$ cat src/rtl/core/hbr_pkg.sv
package hbr_pkg;

    // fixed field widths
    localparam int PIX_W       = 12;
    localparam int BIN_VAL_W   = 24;
    localparam int PIX_VAL_W   = 8;
    localparam int CFG_DIM_W   = 13;
    localparam int CFG_BINS_W  = 9;
    localparam int CFG_SCALE_W = 16;
    localparam int CFG_DATA_W  = 16;
    localparam int CFG_IDX_W   = 2;
    localparam int SCALE_FRAC  = 12;

    // parameter defaults
    localparam int DEF_MAX_BINS   = 256;
    localparam int DEF_COUNT_BITS = 24;
    localparam int DEF_MAX_DIM    = 4096;

    // register indexes
    localparam logic [CFG_IDX_W-1:0] CFG_IMAGE_WIDTH  = 2'd0;
    localparam logic [CFG_IDX_W-1:0] CFG_IMAGE_HEIGHT = 2'd1;
    localparam logic [CFG_IDX_W-1:0] CFG_BINS_USED    = 2'd2;
    localparam logic [CFG_IDX_W-1:0] CFG_MAX_SCALE    = 2'd3;

    // register reset values
    localparam logic [CFG_DIM_W-1:0]   RST_IMAGE_WIDTH  = 13'd256;
    localparam logic [CFG_DIM_W-1:0]   RST_IMAGE_HEIGHT = 13'd256;
    localparam logic [CFG_BINS_W-1:0]  RST_BINS_USED    = 9'd256;
    localparam logic [CFG_SCALE_W-1:0] RST_MAX_SCALE    = 16'd4096;

    // item modes
    localparam logic MODE_LOAD  = 1'b0;
    localparam logic MODE_QUERY = 1'b1;

    // gray levels
    localparam logic [PIX_VAL_W-1:0] PIX_BACKGROUND = 8'd225;
    localparam logic [PIX_VAL_W-1:0] PIX_BAR        = 8'd0;

    // zero reads as one, values above the limit saturate
    function automatic logic [31:0] clamp_reg(input logic [31:0] v, input logic [31:0] hi);
        logic [31:0] r;
        if (v == 32'd0)
        begin
            r = 32'd1;
        end
        else if (v > hi)
        begin
            r = hi;
        end
        else
        begin
            r = v;
        end
        return r;
    endfunction

endpackage

$ cat src/rtl/core/hbr_divider.sv
module hbr_divider import hbr_pkg::*; #(
    parameter int DVD_W = 37,
    parameter int DVS_W = 29
) (
    input  logic             clk,
    input  logic             rst_n,
    input  logic             start,
    input  logic [DVD_W-1:0] dividend,
    input  logic [DVS_W-1:0] divisor,
    output logic             done,
    output logic [DVD_W-1:0] quotient
);

    localparam int CNT_W = $clog2(DVD_W + 1);

    logic             busy_reg, busy_next;
    logic             done_reg, done_next;
    logic [CNT_W-1:0] cnt_reg, cnt_next;
    logic [DVD_W-1:0] quo_reg, quo_next;
    logic [DVS_W-1:0] rem_reg, rem_next;
    logic [DVS_W-1:0] dvs_reg, dvs_next;

    logic [DVS_W:0]   shift;
    logic [DVS_W:0]   diff;
    logic             fits;

    // one quotient bit per cycle, restoring
    assign shift = {rem_reg, quo_reg[DVD_W-1]};
    assign diff  = shift - {1'b0, dvs_reg};
    assign fits  = shift >= {1'b0, dvs_reg};

    always_comb
    begin
        busy_next = busy_reg;
        done_next = 1'b0;
        cnt_next  = cnt_reg;
        quo_next  = quo_reg;
        rem_next  = rem_reg;
        dvs_next  = dvs_reg;
        if (start)
        begin
            busy_next = 1'b1;
            cnt_next  = '0;
            quo_next  = dividend;
            rem_next  = '0;
            dvs_next  = divisor;
        end
        else if (busy_reg)
        begin
            rem_next = fits ? diff[DVS_W-1:0] : shift[DVS_W-1:0];
            quo_next = {quo_reg[DVD_W-2:0], fits};
            cnt_next = cnt_reg + CNT_W'(1);
            if (cnt_reg == CNT_W'(DVD_W - 1))
            begin
                busy_next = 1'b0;
                done_next = 1'b1;
            end
        end
    end

    always_ff @(posedge clk or negedge rst_n)
    begin
        if (!rst_n)
        begin
            busy_reg <= 1'b0;
            done_reg <= 1'b0;
            cnt_reg  <= '0;
        end
        else
        begin
            busy_reg <= busy_next;
            done_reg <= done_next;
            cnt_reg  <= cnt_next;
        end
    end

    always_ff @(posedge clk)
    begin
        quo_reg <= quo_next;
        rem_reg <= rem_next;
        dvs_reg <= dvs_next;
    end

    assign done     = done_reg;
    assign quotient = quo_reg;

endmodule

$ cat config.mk
export PLATFORM = sky130hd
export DESIGN_NAME = hbr_divider
export DESIGN_NICKNAME = d
export VERILOG_FILES = /design/src/rtl/core/hbr_pkg.sv /design/src/rtl/core/hbr_divider.sv
export SDC_FILE = /design/constraint.sdc
export NUM_CORES = 1
export LEC_CHECK = 0
export BUFFER_PORTS_ARGS = -buffer_cell sky130_fd_sc_hd__buf_2
export CAP_MARGIN = 20
export CORE_MARGIN = 2
export CORE_UTILIZATION = 51
export DETAILED_ROUTE_END_ITERATION = 7
export GPL_TIMING_DRIVEN = 0
export PLACE_DENSITY_LB_ADDON = 0.05
export SLEW_MARGIN = 20
export SYNTH_ARGS = -nofsm -noshare
export SYNTH_HDL_FRONTEND = slang
export SYNTH_SLANG_ARGS = --single-unit
export TNS_END_PERCENT = 50
$ cat constraint.sdc
create_clock -name clk -period 3.1 [get_ports clk]
set_clock_uncertainty 0.1 [all_clocks]
set_input_delay 0.155 -clock clk [delete_from_list [all_inputs] [get_ports clk]]
set_output_delay 0.155 -clock clk [all_outputs]
set_load 0.03 [all_outputs]
Word-level counts from Yosys, hierarchy flattened
Index checks and enable logic that the tools add are counted.
{"block": "word_totals", "output_inout_bits": 38, "input_bits": 69, "reg_bits": 103}
{"block": "op_classes", "add_sub_neg": 2, "reduce_logical": 1, "magnitude_cmp": 1, "n_eq_ne": 1, "n_mux": 11}
{"op": "$mux 37", "n": 2}
{"op": "$ge 30x29->1", "n": 1}
{"op": "$mux 29", "n": 1}
{"op": "$sub 29x29->29", "n": 1}
{"op": "$mux 6", "n": 2}
{"op": "$add 6x1->6 const B", "n": 1}
{"op": "$eq 6x6->1 const B", "n": 1}
{"op": "$mux 1", "n": 6}
{"op": "$reduce_bool 2->1", "n": 1}

Logic depth before layout (Yosys ltp)
{"block": "logic_depth", "word_depth": 4, "depth_mapped": 13, "mapped_depth_nobuf": 12}

Worst setup path after synthesis
No wires, ideal clock.
{"block": "synth_path", "path_kind": "reg-to-reg", "start": "reg quo_reg[36], in the netlist quotient[36]", "end": "reg quo_reg[0], in the netlist quotient[0], data pin", "t_arrival_ns": 2.865, "path_buffers": 1, "period_less_slack_ns": 3.225, "setup_ns": 0.260, "path_stages_with_launch": 13, "setup_slack_ns": -0.125, "cell_sequence": "edfxtp_1 > inv_1 > ha_1 > inv_1 > fa_1 > a21o_1 > a221oi_4 > o21ai_2 > a221oi_4 > o21a_4 > o21ai_4 > buf_6 > mux2_2"}
{"block": "synth_via", "elab_chain_cells": 3}
{"item": "start: declaration", "line_no": "hbr_divider.sv:19", "text": "logic [DVD_W-1:0] quo_reg, quo_next;"}
{"item": "start signal: assignment", "line_no": "hbr_divider.sv:79", "text": "quo_reg <= quo_next;"}
{"item": "$ge 30x29->1", "line_no": "hbr_divider.sv:30", "text": "assign fits = shift >= {1'b0, dvs_reg};"}
{"item": "$mux 37", "line_no": "hbr_divider.sv:48", "text": "else if (busy_reg)"}
{"item": "$mux 37", "line_no": "hbr_divider.sv:40", "text": "if (start)"}
{"item": "net quo_next[0]", "line_no": "hbr_divider.sv:19"}
The timed path passes the listed nets, and every way through them passes these cells. The select of a mux whose other input is x is not followed.
A chain may end at the register's enable or synchronous reset.

Final worst setup path
{"block": "layout_path", "start": "reg quo_reg[36], in the netlist quotient[36]", "end": "reg rem_reg[15]"}
{"block": "layout_via", "elab_chain_cells": 2, "elab_cells_between_ends": 3, "classes_between": "1 x add/sub; 1 x order compare; 1 x mux"}
{"item": "$sub 29x29->29 or $ge 30x29->1 (tied branches)", "line_no": "hbr_divider.sv:29, hbr_divider.sv:30"}
{"item": "$mux 29 *", "line_no": "hbr_divider.sv:50", "text": "rem_next = fits ? diff[DVS_W-1:0] : shift[DVS_W-1:0];"}
{"item": "end signal: assignment", "line_no": "hbr_divider.sv:80", "text": "rem_reg <= rem_next;"}
{"item": "end: declaration", "line_no": "hbr_divider.sv:20", "text": "logic [DVS_W-1:0] rem_reg, rem_next;"}
Mark *: on every way between the ends. The rest lies on a longest branch, timed or not.

==> out/results.txt <==
The required arrival time at the worst endpoint was 3.25 ns. The area growth from synthesis to final layout was 31.1%. The logs give 0 for the count of nets left with antenna violations after detail routing and 639 for the post-synthesis net count.

For the met2 demand-to-capacity share in global routing, the log shows 0.382. At the pin with the least slew margin, the transition time is 0.674 ns. The tree is rooted in a sky130_fd_sc_hd__clkbuf_16. The worst setup path is of the reg -> reg kind.

Counting flops and latches in the post-synthesis netlist gives 103. The most used flip-flop cell after synthesis is sky130_fd_sc_hd__edfxtp_1. Using the TritonRoute via totals, the vias-per-cell ratio works out to 5.37.

The biggest fanout along the worst timing path is 5, and the areal power density over the cells is 448 nW/um^2. Across all hold checks on the routed design, the worst slack comes to 0.00796 ns. Subtracting the final worst setup slack from the clock period gives 3.11 ns. The total length of routed wires was 14000 um; the total of buffers placed on input and output ports was 106. Setup repair after global routing could not meet its margin everywhere. The clock edge transition at the registers on the reported setup and hold paths was 0.07 ns.

Summing every instance area after synthesis gives 5840 um^2. Dividing the synthesized area by the synthesized cell count gives 10.9 um^2. The tools report the leakage power summed over all cells as 3.30 nW. The checks that failed: negative setup slack.

Highest-delay cell along the critical path: sky130_fd_sc_hd__edfxtp_1. The clock latency reported for the late side of the worst-skew pair was 0.36 ns. The run gives 1 as the total of endpoints with negative setup slack in the final report.

The H-tree was split into 3 levels. The run gives 0 as the final number of hold-violating endpoints. For the count of warnings emitted by yosys, the log shows 0.

Summed over all instances, the cell type with the most area after synthesis is sky130_fd_sc_hd__edfxtp_1. The count of final max-slew check failures was 0; the flip-flop count of the largest register after layout was 37. The total routing resource utilization after global routing is 0.230. TritonCTS built the clock tree.

After legalization and detailed placement, the total HPWL measured 9320 um. No sink is reached through more buffers than the 2 on the longest clock path. Broken down by cell family, the worst path's largest delay share belongs to compound AO/OA/AOI/OAI gates. The share of flip-flops with an asynchronous set or reset after synthesis was 0.0777; the floorplan core area was 11300 um^2. Counting every sink on the clock net gives 103. Summed over all failing endpoints, the final setup total negative slack is -0.0108 ns.

In this run, the number of DRC markers left after iteration 0 of detailed routing was 258. After synthesis, the cell types taking the most area are sky130_fd_sc_hd__edfxtp_1 (34%), sky130_fd_sc_hd__dfxtp_1 (9.9%), sky130_fd_sc_hd__mux2_2 (7.1%). The critical path goes through inv_1 -> ha_2 -> inv_2 -> fa_2 -> a21o_1 -> a221oi_4 -> o21ai_4 -> a221oi_4 -> o21a_4 -> o21ai_4 -> clkbuf_16 -> mux2i_1 -> a211oi_1. The most common cell in the netlist was sky130_fd_sc_hd__edfxtp_1. The number of antenna cells inserted came out at 0. The data arrival time of the worst path was 3.27 ns; the wire length of the first global-routing pass was 22900 um.

The worst-case IR drop observed on VDD is 0.000517 V. In this run, CTS created clock tree buffers numbering 9. The total overflow left after global routing is 0.

After detailed routing, the number of remaining DRC violations is 0. Dividing the detail-routed wire length by the instance count gives 16.0 um. The longest individual stage delay on the worst path came out at 0.40 ns.

The floorplan die height was 111 um; the effective utilization at floorplan was 0.516. The number of antenna violations at the first check in global routing came out at 0. The run gives 827 as the count of nets after finishing.

In this run the count of I/O pins placed on the die edge is 107. The path class of the tightest hold or removal check is in -> reg. Counting flops with a built-in enable in the synthesized netlist gives 66. Sorting the synthesized cells by how often they occur yields sky130_fd_sc_hd__edfxtp_1 (66), sky130_fd_sc_hd__nor2_1 (42), sky130_fd_sc_hd__inv_1 (39). The part of the Yosys area used for sequential elements was 0.473; the post-route worst setup slack was -0.0108 ns.

At the end of routability-driven placement, the weighted congestion stood at 0.850. For this run, the top clock speed supported by timing is 0.321 GHz. The tools report the critical path startpoint category as a flip-flop. The run gives 4690 as the routed via count. The worst setup path is captured at a flip-flop. Entering global routing, the biggest net connects 38 pins.

The number of filler cells placed in the layout came out at 885. The number of buffer and inverter instances along the worst setup path is 3, and the total number of placement rows is 39. The run finished, with violations left. For the final core area utilization, the log shows 0.677.

The distinct cell type count after synthesis is 66, and the horizontal die dimension is 111 um. The area share of the largest cell type after synthesis is 0.339, and the area of the die is 12300 um^2. The tools report the max-capacitance violation count as 0.

Proportion of layout cells with a drive suffix above 1: 0.280. The run gives 0.304 as the met1 track utilization from global routing. The peak-usage layer in the global routing report was met2. The met3 routing resource usage after global routing came out at 0.0574. Synthesis produced 538 cells. The portion of the clock cycle consumed by the worst path in the final layout works out to 1.00. The first TritonRoute pass finished after 4 iterations.

The tools report the remaining max-slew budget at the tightest pin as 0.551. The tools report the number of global-route vias before repair as 4690.
==> through the flow <==
stage,cells,worst slack (ns),power (mW),area (um^2)
2_1_floorplan,538,-0.0962,1.97,5850
3_3_place_gp,787,-0.638,2.12,6560
3_5_place_dp,787,-0.323,2.13,6560
4_1_cts,867,0.00790,3.44,7530
5_1_grt,874,-0.112,3.57,7660
6_report,874,-0.0108,3.43,7660
==> final cells by class <==
type / count / area, um^2 / area share
Multi-Input combinational cell: 366 / 2850 / 0.372
Sequential cell: 103 / 2760 / 0.361
Timing Repair Buffer: 176 / 1240 / 0.161
Clock buffer: 13 / 260 / 0.0340
Tap cell: 143 / 179 / 0.0234
Buffer: 31 / 160 / 0.0209
Inverter: 39 / 148 / 0.0193
Clock inverter: 3 / 67.6 / 0.00882
==> logic make-up after synthesis <==
family,share of synthesized area
and+or+nand+nor,0.109
AOI/OAI and AO/OA,0.146
DFF,0.473
buffers and inverters,0.0503
muxes,0.111
adders and majority gates,0.0698
xor gates and xnor gates,0.0420
==> layout by cell type (no fill, tap or decap), drive strengths merged, types with 9 or more instances in the layout <==
master / n
buf: 128
edfxtp: 66
dlygate4sd3: 58
nor2: 43
inv: 38
mux2: 37
clkbuf: 34
nand2: 33
ha: 31
dfxtp: 29
a21oi: 25
a211oi: 24
mux2i: 23
o21ai: 21
xor2: 14
xnor2: 14
a21o: 11
nand3: 9
==> worst register-to-register path, cell delays in order, from the launching register on <==
cell	delay (ns)
sky130_fd_sc_hd__edfxtp_1	0.40
sky130_fd_sc_hd__inv_1	0.08
sky130_fd_sc_hd__ha_2	0.18
sky130_fd_sc_hd__inv_2	0.04
sky130_fd_sc_hd__fa_2	0.33
sky130_fd_sc_hd__a21o_1	0.21
sky130_fd_sc_hd__a221oi_4	0.32
sky130_fd_sc_hd__o21ai_4	0.10
sky130_fd_sc_hd__a221oi_4	0.33
sky130_fd_sc_hd__o21a_4	0.20
sky130_fd_sc_hd__o21ai_4	0.11
sky130_fd_sc_hd__clkbuf_16	0.22
sky130_fd_sc_hd__mux2i_1	0.12
sky130_fd_sc_hd__a211oi_1	0.25
==> path summary, 6_finish.rpt <==
| check | endpoint | depth (start not counted) | startpoint | slack, ns |
|---|---|---|---|---|
| min | quotient[9] | 2 | dividend[9] | 0.008 |
| min in group asynchronous | cnt_reg[2] | 2 | rst_n | 0.06 |
| min reg2reg | rem_reg[3] | 2 | rem_reg[3] | 0.40 |
| max in group asynchronous | cnt_reg[5] | 2 | rst_n | 2.66 |
| max | rem_reg[15] | 13 | quotient[36] | -0.01 |
| max reg2reg | rem_reg[15] | 13 | quotient[36] | -0.01 |
==> layer usage <==
layer | share of wire | routed length [um] | vias to the layer above
met5 | 0 | 0 | -
met2 | 0.49 | 6800 | 108
li1 | - | - | 2348
met4 | 0.011 | 160 | 0
met1 | 0.46 | 6460 | 2225
met3 | 0.042 | 588 | 9
==> power by group <==
| group | total (mW) | switching [mW] | leakage [nW] | internal (mW) |
|---|---|---|---|---|
| Combinational | 0.585 | 0.329 | 2.13 | 0.256 |
| Clock | 1.25 | 0.494 | 0.156 | 0.753 |
| Sequential | 1.60 | 0.0393 | 1.02 | 1.56 |
==> what timing repair did <==
action | CTS | global route
resized for setup | 4 | 12
buffers inserted | 5 | 4
hold buffers | 58 | 0
setup endpoints to repair | 29 | 66
cloned | 1 | 3
endpoints found under the hold margin | 65 | 0
pin swaps | 4 | 20
(Power assumes the default switching activity.)
